<file path="config.mk">
export PLATFORM = sky130hd
export DESIGN_NAME = hamming_packet_decoder
export DESIGN_NICKNAME = d
export VERILOG_FILES = /design/src/hpd_pkg.sv /design/src/hpd_corrector.sv /design/src/hpd_assembler.sv /design/src/hamming_packet_decoder.sv
export VERILOG_INCLUDE_DIRS = /design/src /design/src/src
export SDC_FILE = /design/constraint.sdc
export NUM_CORES = 1
export LEC_CHECK = 0
export BUFFER_PORTS_ARGS = -buffer_cell sky130_fd_sc_hd__buf_2
export CORE_MARGIN = 2
export CORE_UTILIZATION = 50
export CTS_CLUSTER_DIAMETER = 40
export DETAILED_ROUTE_END_ITERATION = 10
export PLACE_DENSITY = 0.86
export SYNTH_ARGS = -nofsm -noshare
export SYNTH_HDL_FRONTEND = slang
export SYNTH_HIERARCHICAL = 1
export SYNTH_SLANG_ARGS = --single-unit
</file>
<file path="constraint.sdc">
create_clock -name clk -period 4.55 [get_ports clk]
set_input_delay 0.91 -clock clk [delete_from_list [all_inputs] [get_ports clk]]
set_output_delay 0.91 -clock clk [all_outputs]
set_load 0.01 [all_outputs]
</file>
<file path="src/hamming_packet_decoder_macros.svh">
// assertion macros for the hamming packet decoder
`ifndef HAMMING_PACKET_DECODER_MACROS_SVH
`define HAMMING_PACKET_DECODER_MACROS_SVH

// same-cycle implication, disabled during reset
`define HPD_ASSERT_NOW(label, clk, rst, cond, prop, msg) \
  label: assert property (@(posedge clk) disable iff (rst) (cond) |-> (prop)) \
    else $error(msg);

// next-cycle implication, disabled during reset
`define HPD_ASSERT_NEXT(label, clk, rst, cond, prop, msg) \
  label: assert property (@(posedge clk) disable iff (rst) (cond) |=> (prop)) \
    else $error(msg);

`endif

</file>
<file path="src/hpd_pkg.sv">
// types, constants and tables shared by the hamming packet decoder
package hpd_pkg;

  // check rows, row r gives syndrome bit (3-r)
  localparam logic [15:0] CHECK_ROW_0 = 16'b0100110101111000;
  localparam logic [15:0] CHECK_ROW_1 = 16'b0110101111000100;
  localparam logic [15:0] CHECK_ROW_2 = 16'b0011010111100010;
  localparam logic [15:0] CHECK_ROW_3 = 16'b0001101011110001;

  localparam int unsigned START_BIT   = 10;
  localparam logic [10:0] START_MASK  = 11'h400;
  localparam logic [6:0]  ID_MASK     = 7'h7F;
  localparam logic [10:0] PAY_HI_MASK = 11'h3FF;
  localparam logic [7:0]  DEST_MASK   = 8'hFC;

  localparam logic [2:0] LAST_INDEX = 3'd4;

  typedef struct packed {
    logic [14:0] codeword;
    logic        message_start;
  } word_item_t;

  typedef struct packed {
    logic [6:0]  message_id;
    logic [5:0]  source_address;
    logic [5:0]  destination_address;
    logic [2:0]  message_type;
    logic [31:0] payload;
    logic [3:0]  error_count;
  } msg_item_t;

  // corrected word as handed from the corrector to the assembler
  typedef struct packed {
    logic [10:0] data;
    logic        bad;
  } hpd_corr_t;

  // single-bit error pattern for each syndrome
  function automatic logic [15:0] flip_pattern(input logic [3:0] syn);
    logic [15:0] p;
    case (syn)
      4'd0:    p = 16'h0000;
      4'd1:    p = 16'h0001;
      4'd2:    p = 16'h0002;
      4'd3:    p = 16'h1000;
      4'd4:    p = 16'h0004;
      4'd5:    p = 16'h0200;
      4'd6:    p = 16'h2000;
      4'd7:    p = 16'h0080;
      4'd8:    p = 16'h0008;
      4'd9:    p = 16'h0010;
      4'd10:   p = 16'h0400;
      4'd11:   p = 16'h0020;
      4'd12:   p = 16'h4000;
      4'd13:   p = 16'h0800;
      4'd14:   p = 16'h0100;
      4'd15:   p = 16'h0040;
      default: p = 16'h0000;
    endcase
    return p;
  endfunction

endpackage

</file>
<file path="src/hpd_corrector.sv">
// syndrome computation and single-bit correction of one codeword
module hpd_corrector (
  input  logic [14:0]       codeword,
  output hpd_pkg::hpd_corr_t corr
);

  logic [15:0] word_ext;
  logic [3:0]  syn;
  logic [15:0] fixed;

  assign word_ext = {1'b0, codeword};

  assign syn[3] = ^(word_ext & hpd_pkg::CHECK_ROW_0);
  assign syn[2] = ^(word_ext & hpd_pkg::CHECK_ROW_1);
  assign syn[1] = ^(word_ext & hpd_pkg::CHECK_ROW_2);
  assign syn[0] = ^(word_ext & hpd_pkg::CHECK_ROW_3);

  assign fixed = word_ext ^ hpd_pkg::flip_pattern(syn);

  assign corr.data = fixed[14:4];
  assign corr.bad  = (syn != 4'd0);

endmodule

</file>
<file path="src/hpd_assembler.sv">
// message state: word position, held data words, running error count
module hpd_assembler (
  input  logic                clk,
  input  logic                rst,
  input  logic                go,
  input  logic                message_start,
  input  hpd_pkg::hpd_corr_t  corr,
  output logic                emit,
  output hpd_pkg::msg_item_t  result
);

  logic [2:0]  word_index;
  logic [2:0]  running_errors;
  logic [10:0] held [4];

  logic        restart;
  logic [2:0]  idx;
  logic [2:0]  run_eff;
  logic [5:0]  src_now;
  logic        err_start;
  logic        err_id;
  logic        err_src;
  logic [3:0]  errs;
  logic [10:0] pay_hi;
  logic [7:0]  w1_low;

  // a start mark always makes this word 0
  assign restart = message_start || (word_index > hpd_pkg::LAST_INDEX);
  assign idx     = restart ? 3'd0 : word_index;
  assign run_eff = restart ? 3'd0 : running_errors;

  assign src_now   = {held[0][2:0], corr.data[10:8]};
  assign err_start = (idx == 3'd0) && ((corr.data & hpd_pkg::START_MASK) == 11'd0);
  assign err_id    = (idx == 3'd0) && ((corr.data[9:3] & hpd_pkg::ID_MASK) == 7'd0);
  assign err_src   = (idx == 3'd1) && (src_now == 6'd0);

  assign errs = {1'b0, run_eff} + {3'b0, corr.bad} + {3'b0, err_start}
              + {3'b0, err_id} + {3'b0, err_src};

  assign emit = (idx == hpd_pkg::LAST_INDEX);

  assign pay_hi = held[2] & hpd_pkg::PAY_HI_MASK;
  assign w1_low = held[1][7:0] & hpd_pkg::DEST_MASK;

  assign result.message_id          = held[0][9:3] & hpd_pkg::ID_MASK;
  assign result.source_address      = {held[0][2:0], held[1][10:8]};
  assign result.destination_address = w1_low[7:2];
  assign result.message_type        = {held[1][1:0], held[2][hpd_pkg::START_BIT]};
  assign result.payload             = {pay_hi[9:0], held[3], corr.data};
  assign result.error_count         = errs;

  always_ff @(posedge clk) begin
    if (rst) begin
      word_index     <= 3'd0;
      running_errors <= 3'd0;
    end else if (go) begin
      if (emit) begin
        word_index     <= 3'd0;
        running_errors <= 3'd0;
      end else begin
        word_index     <= idx + 3'd1;
        running_errors <= errs[2:0];
      end
    end
  end

  always_ff @(posedge clk) begin
    if (go && !emit) begin
      held[idx[1:0]] <= corr.data;
    end
  end

endmodule

</file>
<file path="src/hamming_packet_decoder.sv">
// top level of the hamming packet decoder: input register, decode, result register
//
//   channel | handshake                 | payload
//   --------+---------------------------+-----------------------------------
//   word    | word_valid / word_ready   | hpd_pkg::word_item_t, one codeword
//   msg     | msg_valid  / msg_ready    | hpd_pkg::msg_item_t, one message
//
// one codeword per cycle sustained while the result register is free to take a message;
// msg_valid is set from the fifth word through the input register and the result register
// rst is synchronous and clears the word position, error count and both valids
// a stalled result holds only the fifth word of the next message in the input
// register; words 0..3 keep flowing while the result waits
`include "hamming_packet_decoder_macros.svh"

module hamming_packet_decoder (
  input  logic                clk,
  input  logic                rst,
  input  logic                word_valid,
  output logic                word_ready,
  input  hpd_pkg::word_item_t word,
  output logic                msg_valid,
  input  logic                msg_ready,
  output hpd_pkg::msg_item_t  msg
);

  logic                s1_valid;
  hpd_pkg::word_item_t s1_item;

  hpd_pkg::hpd_corr_t  corr;
  hpd_pkg::msg_item_t  result;
  logic                emit;
  logic                out_free;
  logic                s1_go;

  assign out_free   = !msg_valid || msg_ready;
  assign s1_go      = s1_valid && (!emit || out_free);
  assign word_ready = !s1_valid || s1_go;

  always_ff @(posedge clk) begin
    if (rst) begin
      s1_valid <= 1'b0;
    end else if (word_ready) begin
      s1_valid <= word_valid;
    end
  end

  always_ff @(posedge clk) begin
    if (word_ready && word_valid) begin
      s1_item <= word;
    end
  end

  hpd_corrector u_corrector (
    .codeword (s1_item.codeword),
    .corr     (corr)
  );

  hpd_assembler u_assembler (
    .clk           (clk),
    .rst           (rst),
    .go            (s1_go),
    .message_start (s1_item.message_start),
    .corr          (corr),
    .emit          (emit),
    .result        (result)
  );

  always_ff @(posedge clk) begin
    if (rst) begin
      msg_valid <= 1'b0;
    end else if (out_free) begin
      msg_valid <= s1_go && emit;
    end
  end

  always_ff @(posedge clk) begin
    if (s1_go && emit) begin
      msg <= result;
    end
  end

  `HPD_ASSERT_NOW(a_err_range, clk, rst, msg_valid, msg.error_count <= 4'd8, "error count above 8")
  `HPD_ASSERT_NEXT(a_emit_lands, clk, rst, s1_go && emit, msg_valid, "message not registered")
  `HPD_ASSERT_NEXT(a_last_waits, clk, rst, s1_valid && emit && !out_free, s1_valid, "last word lost")

endmodule

</file>
==> impl_metrics.tcl, run 1 <==
set metrics [dict create \
    outcome "finished, final reports clean" \
    worst_clock_skew_ns 0.00537 \
    clk-insertion-delay-late_ns 0.51 \
    root_buffer "clkbuf_8" \
    slew_violations 0 \
    hold_violations 0 \
    wl_met1_mm 3.65 \
    place_ws_ns 0.125 \
    tightest_slew_ns 0.948 \
    holdPathStages 0 \
    crit_path_max_incr_delay_ns 0.53 \
    crit_buf_inv 2 \
    gp_congestion 0.888 \
    cpMostUsedCell "fa_1" \
    area_delta_synth_final_pct 26.0 \
    crit_fanout 6 \
    die_area_sq_um 10500 \
    vdd_drop_max_mv 0.261 \
    met3_length_um 609 \
    cts_buffers 17 \
    synth_edf_count 117 \
    p_leak_nw 2.26 \
    layout_commonest_cell "edfxtp_1" \
    wl_per_cell_um 17.1 \
    path_cells "xor2_1, xor2_1, and3_1, o22ai_1, xnor2_2, nor4_2, nand4_1, fa_1, inv_1, fa_1, inv_1, fa_1, nor2b_1, a221o_1, a32o_1" \
    port_buffers 79 \
    grt_pass1_vias 2425 \
    setup_viol 0 \
    syn_nets 302 \
    netlist_instances 274 \
    critPathCaptureType "flip-flop" \
    path_delay_family "adder cells" \
    relSlewSlack_pct 36.6 \
    start_kind "flip-flop" \
    clkTransAtPathRegs_ns 0.06 \
    cp_num_cells 15 \
    reg2regPathDepth 15 \
    antenna_found_initial 0 \
    num_rows 35 \
    crit_required_ns 4.96 \
    met2_wirelength_mm 4.33 \
    synth_cell_types 43 \
    timing.final.crit_share_pct 98.4 \
    grt_pass1_wl_mm 12.6 \
    drt_iter0_drc 258 \
    place_area_sq_um 5340 \
    vias_per_cell 5.17 \
    routed_wl_mm 8.69 \
    firstDrtPassIters 4 \
    cts_tree "done" \
    dr_total_vias 2624 \
    start_util_pct 52.1 \
    avgSynthCellArea_sq_um 17.7 \
    die_w_um 103 \
    synthArstFlopShare_pct 0 \
    clk_path_buf_depth 2 \
    fp.dieH_um 103 \
    fmax_mhz 223 \
    synth_ff_type "edfxtp_1" \
    min_path_type "flip-flop to flip-flop" \
    cap_violations 0 \
    top_layer_used "met4" \
    post-route-min-period_ns 4.48 \
    final_layout_size_suffix_gt1_share_pct 40.1 \
    finalInstanceArea_sq_um 6130 \
    io_pins 80 \
    power_density_nw_per_um2 468 \
    drc_errors 0 \
    yosysSeqAreaShare_pct 75.6 \
    htreeDepth 4 \
    clock_sinks 125 \
    fin_ws_ns 0.0721 \
    nets 394 \
    final_cell_mix "edfxtp_1, buf_2, clkbuf_16" \
    drtAntennaViolNets 0 \
    critical_path_class "flip-flop to flip-flop" \
    worstPathArrival_ns 4.88 \
    netlist_area_sq_um 4860 \
    core_area_sq_um 9330 \
    yosysWarningCount 6 \
    critPathSlowestCell "edfxtp_1" \
    grt_overflow_total 0 \
    ys_ff_latch 125 \
    diodes 0 \
    grt_max_degree 59 \
    grt_usage_pct 16.7 \
    tns_ns 0 \
    dpl.hpwl_mm 5.42 \
]
## state kept, by name, summed over array words and instances (netlist names)
name	cells
s1_valid	1
msg_valid	1
msg	58
u_assembler/word_index	3
s1_item	16
u_assembler/running_errors	3
u_assembler/held	43
## cell type report
| cell class | instances | area, sq um |
|---|---|---|
| clock buffer | 17 | 414 |
| clock inverter | 15 | 153 |
| sequential | 125 | 3670 |
| inverter | 10 | 37.5 |
| fill | 619 | 3200 |
| timing repair buffer | 86 | 460 |
| multi-input combinational | 126 | 1230 |
| tap | 129 | 161 |
## per-stage QoR
step	total power, W	instances	hold WS (ns)	util, %
floorplan	0.00153	274	0.400	-
global placement	0.00155	470	0.401	57.3
detailed placement	0.00156	470	0.405	57.3
CTS	0.00283	502	0.414	63.3
global route	0.00297	508	0.424	65.7
finish	0.00287	508	0.413	65.7
## cell families (layout without fill, tap and decap cells)
family | count (synthesis) | in the layout | share of synthesized area (%)
flops | 125 | 125 | 75.6
simple gates | 57 | 57 | 7.28
xor+xnor | 33 | 33 | 8.16
compound gates | 28 | 28 | 3.81
buf+inv | 23 | 128 | 2.65
fa+ha+maj | 8 | 8 | 2.52
## report_power, final
part           leakage [nW]  switching [W]  internal (W)
clock network         0.274       0.000529      0.000744
registers              1.13      0.0000157       0.00130
logic                 0.858       0.000169      0.000109
## path summary, 6_finish.rpt
path | to | slack, ns | from
hold / removal | msg[54] | 0.41 | u_assembler/held[0][6]
setup / recovery | u_assembler/running_errors[2] | 0.07 | s1_item[12]
hold reg to reg | msg[54] | 0.41 | u_assembler/held[0][6]
setup reg to reg | u_assembler/running_errors[2] | 0.07 | s1_item[12]
## timing repair
item,CTS,global route
hold buffers,0,0
setup buffers,0,6
gates resized for setup,0,21
endpoints found under the setup margin,0,1
## cells in the mapped netlist, types with 2 or more instances
cell	number	share of area [%]
a21oi_1	6	0.62
a31oi_1	2	0.26
a32o_1	2	0.41
and2_1	6	0.77
and3_1	4	0.51
buf_4	11	1.7
dfxtp_1	8	3.3
edfxtp_1	117	72
fa_1	3	1.2
ha_1	5	1.3
inv_1	9	0.69
nand2_1	9	0.69
nor2_1	9	0.69
nor2b_1	3	0.39
nor3_1	7	0.72
nor3_2	6	1.2
nor4_1	2	0.26
o211ai_1	2	0.31
o22ai_1	12	1.5
xnor2_1	18	3.2
xnor2_2	3	1.0
xnor2_4	2	1.1
xor2_1	6	1.1
xor2_2	2	0.67
xor3_2	2	1.0
## per-layer routing
metal / vias up / GRT usage (%)
li1: 1218 / -
met2: 137 / 25.9
met4: 0 / 6.26
met1: 1259 / 21.8
met3: 10 / 6.17
met5: - / 0
Power figures use the tool's default switching activity.
==> run 2: changes to the inputs <==
CORE_MARGIN = 1   (was 2)
RECOVER_POWER = 50   (was not set)
clock period = 4 ns   (was 4.55 ns; I/O delays follow)
==> run 2 against run 1 <==
Compared with the run above: the run now ends with negative setup slack left; sequential share of layout area is 4.0 points lower; die area is 3.9% lower; cell count is 5.3% higher; clock skew is 0.0050 ns higher; flip-flop and latch count stayed put; via count is 7.2% higher; non-clock buffer count is 27 higher; register-to-register slack worse by 0.38 ns; routed wire length is 16% higher; sequential power is 15% higher; hold slack worse by 0.00092 ns; setup slack worse by 0.38 ns.
==> impl_metrics.tcl, run 2 (synthesis results as in run 1) <==
set metrics [dict create \
    outcome "finished, violations left" \
    violations "negative setup slack" \
    path_delay_family "adder cells" \
    grt_overflow_total 0 \
    gp_congestion 0.943 \
    crit_buf_inv 2 \
    core_area_sq_um 9330 \
    grt_max_degree 59 \
    timing.final.crit_share_pct 108 \
    dr_total_vias 2814 \
    hold-worst-slack_ns 0.413 \
    fin_ws_ns -0.303 \
    io_pins 80 \
    firstDrtPassIters 5 \
    min_path_type "flip-flop to flip-flop" \
    wl_per_cell_um 18.8 \
    nets 421 \
    multi_input_area_sq_um 1460 \
    power_density_nw_per_um2 542 \
    worst_clock_skew_ns 0.0104 \
    cap_violations 0 \
    cts_buffers 17 \
    die_w_um 101 \
    tns_ns -0.663 \
    rsz0062_at_grt "true" \
    cts_tree "done" \
    fp.dieH_um 101 \
    clock_sinks 125 \
    area_delta_synth_final_pct 35.1 \
    start_util_pct 52.1 \
    num_rows 35 \
    worstPathArrival_ns 4.71 \
    critPathSlowestCell "xor3_2" \
    clk-insertion-delay-late_ns 0.51 \
    critPathCaptureType "flip-flop" \
    hold_violations 0 \
    die_area_sq_um 10100 \
    tightest_slew_ns 0.726 \
    p_leak_nw 2.38 \
    port_buffers 79 \
    fmax_mhz 232 \
    final_layout_size_suffix_gt1_share_pct 34.2 \
    routed_wl_mm 10.1 \
    relSlewSlack_pct 51.6 \
    drtAntennaViolNets 0 \
    drc_errors 0 \
    grt_pass1_wl_mm 14.4 \
    clkTransAtPathRegs_ns 0.06 \
    antenna_found_initial 0 \
    largest_reg_flops 58 \
    place_ws_ns -0.111 \
    regArea_sq_um 3670 \
    path_cells "xor3_2, xor2_4, nor3_2, o22ai_2, xnor2_2, nor4_2, nand4_1, fa_1, inv_1, fa_2, inv_1, fa_2, nor2b_1, a221o_1, a32o_1" \
    post-route-min-period_ns 4.30 \
    start_kind "flip-flop" \
    critical_path_class "flip-flop to flip-flop" \
    diodes 0 \
    layout_commonest_cell "edfxtp_1" \
    crit_path_max_incr_delay_ns 0.52 \
    vias_per_cell 5.26 \
    drt_iter0_drc 273 \
    vdd_drop_max_mv 0.360 \
    final_cell_mix "edfxtp_1, clkbuf_1, buf_4" \
    setup_viol 4 \
    clk_path_buf_depth 2 \
    htreeDepth 4 \
    dpl.hpwl_mm 5.64 \
    fillers 577 \
    slew_violations 0 \
    crit_required_ns 4.41 \
    grt_usage_pct 20.0 \
    crit_fanout 4 \
    root_buffer "clkbuf_8" \
    grt_pass1_vias 2732 \
    top_register "msg" \
]
run 2: changes by cell type in the layout (fill, tap and decap cells not counted), sizes merged:
cell and delta:
buf -32, bufinv +3, clkbuf +60, clkinv +1, clkinvlp -2, inv -3
run 2: path summary, 6_finish.rpt:
check | startpoint | slack [ns] | depth (start not counted) | to
worst max register to register | s1_item[14] | -0.30 | 15 | u_assembler/running_errors[2]
worst min-delay path | u_assembler/held[3][4] | 0.41 | 0 | msg[19]
worst max-delay path | s1_item[14] | -0.30 | 15 | u_assembler/running_errors[2]
worst min register to register | u_assembler/held[3][4] | 0.41 | 0 | msg[19]
run 2: metrics by stage:
stage | total power [W] | instances | utilization (%) | instance area [sq um]
2_1_floorplan | 0.00174 | 274 | - | 4860
3_3_place_gp | 0.00179 | 488 | 58.7 | 5480
3_5_place_dp | 0.00181 | 488 | 58.7 | 5480
4_1_cts | 0.00349 | 527 | 68.5 | 6390
5_1_grt | 0.00367 | 535 | 70.4 | 6570
6_report | 0.00356 | 535 | 70.4 | 6570
run 2: area by class of cell:
cell class,count,share of cell area (%)
tap,129,2.46
clock buffer,18,6.36
sequential,125,55.9
timing repair buffer,113,9.28
multi-input combinational,126,22.3
inverter,10,0.572
clock inverter,14,3.11
run 2: timing repair:
item,CTS,global route
endpoints found under the hold margin,0,0
buffers inserted,7,8
pin swaps,14,9
gates resized for setup,31,26
hold buffers,0,0
setup endpoints to repair,2,4
run 2: routing by layer:
layer	GRT usage [%]	vias up	wire (um)
met5	0	-	0
met4	8.36	0	224
met3	6.87	22	658
met2	33.5	162	5220
met1	23.6	1364	3970
li1	-	1266	-
run 2: power by group:
group / internal (W) / leakage (nW) / switching [W] / total (W)
logic: 0.000203 / 0.942 / 0.000258 / 0.000462
registers: 0.00148 / 1.13 / 0.0000194 / 0.00150
clock network: 0.00103 / 0.306 / 0.000577 / 0.00160
run 2: worst reg2reg max path, stage by stage, from the launching register on:
cell and delay, ns:
edfxtp_1 0.43, xor3_2 0.52, xor2_4 0.26, nor3_2 0.25, o22ai_2 0.15, xnor2_2 0.19
nor4_2 0.35, nand4_1 0.20, fa_1 0.45, inv_1 0.09, fa_2 0.21, inv_1 0.06
fa_2 0.38, nor2b_1 0.14, a221o_1 0.32, a32o_1 0.21
==> run 3: changes to the inputs <==
CORE_MARGIN = 2   (was 1)
SYNTH_HIERARCHICAL = not set   (was 1)
==> run 3 against run 2 <==
Compared with the run above: the run still ends with negative setup slack left; hold slack improved by 0.0016 ns; clock-buffer cell count fell by 1; register-to-register slack improved by 0.18 ns; non-clock buffer count fell by 4; via count fell by 4.5%; utilization fell by 2.9 points; critical path depth did not move; flip-flop and latch count did not move; clock power fell by 6%; die area rose by 2.8%; clock skew fell by 0.0027 ns.
==> impl_metrics.tcl, run 3 <==
set metrics [dict create \
    power_frac_clock_pct 44.4 \
    start_util_pct 51.7 \
    synthArstFlopShare_pct 0 \
    path_cells "buf_4, xnor2_1, xnor2_2, nor3_1, o22ai_1, xnor2_1, or2_2, a2111oi_4, fa_1, fa_2, inv_2, fa_1, inv_1, a22oi_1, nor2_1" \
    avgSynthCellArea_sq_um 17.3 \
    netlist_area_sq_um 4800 \
    antenna_found_initial 0 \
    yosysSeqAreaShare_pct 76.5 \
    multi_input_area_sq_um 1260 \
    grt_max_degree 59 \
    gp_congestion 0.933 \
    io_pins 80 \
    tightest_slew_ns 0.737 \
    relSlewSlack_pct 50.5 \
    cts_buffers 17 \
    post-synth-top-count-cell "edfxtp_1" \
    diodes 0 \
    violations "negative setup slack" \
    vdd_drop_max_mv 0.283 \
    grt_pass1_wl_mm 12.8 \
    outcome "finished, violations left" \
    placedCellCount 501 \
    crit_fanout 8 \
    hold_violations 0 \
    crit_buf_inv 3 \
    crit_path_max_incr_delay_ns 0.50 \
    clk_path_buf_depth 2 \
    final_cell_mix "edfxtp_1, clkbuf_1, buf_4" \
    p_sw_share_pct 24.4 \
    min_path_type "flip-flop to flip-flop" \
    clk-insertion-delay-late_ns 0.52 \
    crit_required_ns 4.45 \
    yosysWarningCount 0 \
    cap_violations 0 \
    grt_pass1_vias 2690 \
    critPathSlowestCell "fa_1" \
    wl_per_cell_um 16.3 \
    drtAntennaViolNets 0 \
    netlist_instances 277 \
    routed_wl_mm 8.85 \
    synth_area_leaders "edfxtp_1, xnor2_1, dfxtp_1, xnor2_2, nand2_1" \
    fmax_mhz 243 \
    p_leak_nw 2.23 \
    seqPwrFrac_pct 43.9 \
    synth_top_area_share_pct 73.2 \
    worst_clock_skew_ns 0.00768 \
    cts_tree "done" \
    ff2ff_setup_slack_ns -0.12 \
    area_delta_synth_final_pct 30.5 \
    root_buffer "clkbuf_8" \
    clock_sinks 125 \
    die_area_sq_um 10400 \
    core_area_sq_um 9280 \
    hold-worst-slack_ns 0.414 \
    port_buffers 79 \
    critical_path_class "flip-flop to flip-flop" \
    p_int_w 0.00257 \
    drt_iter0_drc 195 \
    fin_ws_ns -0.123 \
    worstPathArrival_ns 4.57 \
    timing.final.crit_share_pct 103 \
    rsz0062_at_grt "true" \
    synth_cell_types 46 \
    yosys.area.top_type "edfxtp_1" \
    top_register "msg" \
    final_layout_size_suffix_gt1_share_pct 28.3 \
    path_delay_family "adder cells" \
    synth_ff_type "edfxtp_1" \
    num_rows 35 \
    nets 429 \
    power_frac_comb_pct 11.8 \
    critPathCaptureType "flip-flop" \
    firstDrtPassIters 5 \
    synth_edf_count 117 \
    largest_reg_flops 58 \
    slew_violations 0 \
    start_kind "flip-flop" \
    layout_commonest_cell "edfxtp_1" \
    dpl.hpwl_mm 5.46 \
    power_density_nw_per_um2 542 \
    fillers 613 \
    post-route-min-period_ns 4.12 \
    syn_nets 305 \
    vias_per_cell 4.95 \
    regArea_sq_um 3670 \
    power.switching_w 0.000831 \
    dr_total_vias 2687 \
    die_w_um 102 \
    grt_overflow_total 0 \
    synth_common_cells "edfxtp_1, xnor2_1, nand2_1" \
    setup_viol 3 \
    fp.dieH_um 102 \
    post_layout_nonfiller_instances 543 \
    drc_errors 0 \
    grt_usage_pct 17.3 \
    htreeDepth 4 \
    ys_ff_latch 125 \
    clkTransAtPathRegs_ns 0.06 \
]
==> run 3: cell types whose count changed in the layout (fill, tap and decap cells not counted), sizes merged, moves of 3 or more <==
| cell | change |
|---|---|
| nand2 | +13 |
| o22ai | -9 |
| nor3 | -7 |
| or2 | +6 |
| buf | -5 |
| o21ai | +4 |
| xnor2 | +4 |
| a22oi | +3 |
| mux2i | +3 |
| xor2 | -3 |
==> run 3: final cells by class <==
type                            instances  area share (%)
Clock buffer                           17            6.61
Clock inverter                         15            2.79
Inverter                                8           0.479
Multi-Input combinational cell        140            20.1
Sequential cell                       125            58.6
Tap cell                              129            2.58
Timing Repair Buffer                  109            8.86
==> run 3: cell families (layout without fill, tap and decap cells) <==
logic type | count (synthesis) | after routing | synth area share, %
AND/OR/NAND/NOR | 72 | 72 | 7.90
multiplexers | 3 | 3 | 0.625
AO/OA/AOI/OAI | 23 | 23 | 3.18
adder cells (fa/ha/maj) | 8 | 8 | 2.55
buffers and inverters | 12 | 149 | 1.28
XOR/XNOR | 34 | 34 | 7.97
flip-flops | 125 | 125 | 76.5
==> run 3: power by group through the flow <==
stage               clock network, W  logic [W]  registers [W]
CTS                          0.00153   0.000350        0.00149
detailed placement                 0   0.000314        0.00152
global route                 0.00158   0.000426        0.00149
floorplan                          0   0.000218        0.00151
finish                       0.00151   0.000400        0.00149
global placement                   0   0.000301        0.00152
==> run 3: metrics by stage <==
stage / total power [W] / utilization, % / setup slack (ns) / cell area [sq um] / TNS (ns)
2_1_floorplan: 0.00173 / - / 0.00347 / 4830 / 0
6_report: 0.00340 / 67.5 / -0.123 / 6270 / -0.169
5_1_grt: 0.00350 / 67.5 / -0.242 / 6270 / -0.599
4_1_cts: 0.00337 / 66.6 / -0.0645 / 6180 / -0.0807
3_3_place_gp: 0.00182 / 59.3 / 0.0269 / 5510 / 0
3_5_place_dp: 0.00183 / 59.3 / -0.136 / 5510 / -0.244
==> run 3: timing repair <==
item,in CTS,in global routing
resized for setup,8,16
endpoints found under the hold margin,0,0
setup buffers,3,7
setup endpoints to repair,4,4
hold buffers,0,0
cloned,0,0
pin swaps,11,8
==> run 3: worst paths after layout <==
check                    startpoint                            end  cells past startpoint
max reg2reg             s1_item[14]  u_assembler.running_errors[1]                     15
min reg2reg  u_assembler.held[1][5]                        msg[42]                      0
min          u_assembler.held[1][5]                        msg[42]                      0
max                     s1_item[14]  u_assembler.running_errors[1]                     15
==> run 3: layer usage <==
metal | track usage, % | wire length (um) | up-vias
met5 | 0 | 0 | -
li1 | - | - | 1274
met1 | 19.0 | 3650 | 1271
met3 | 7.80 | 581 | 22
met4 | 8.62 | 231 | 0
met2 | 28.7 | 4390 | 120
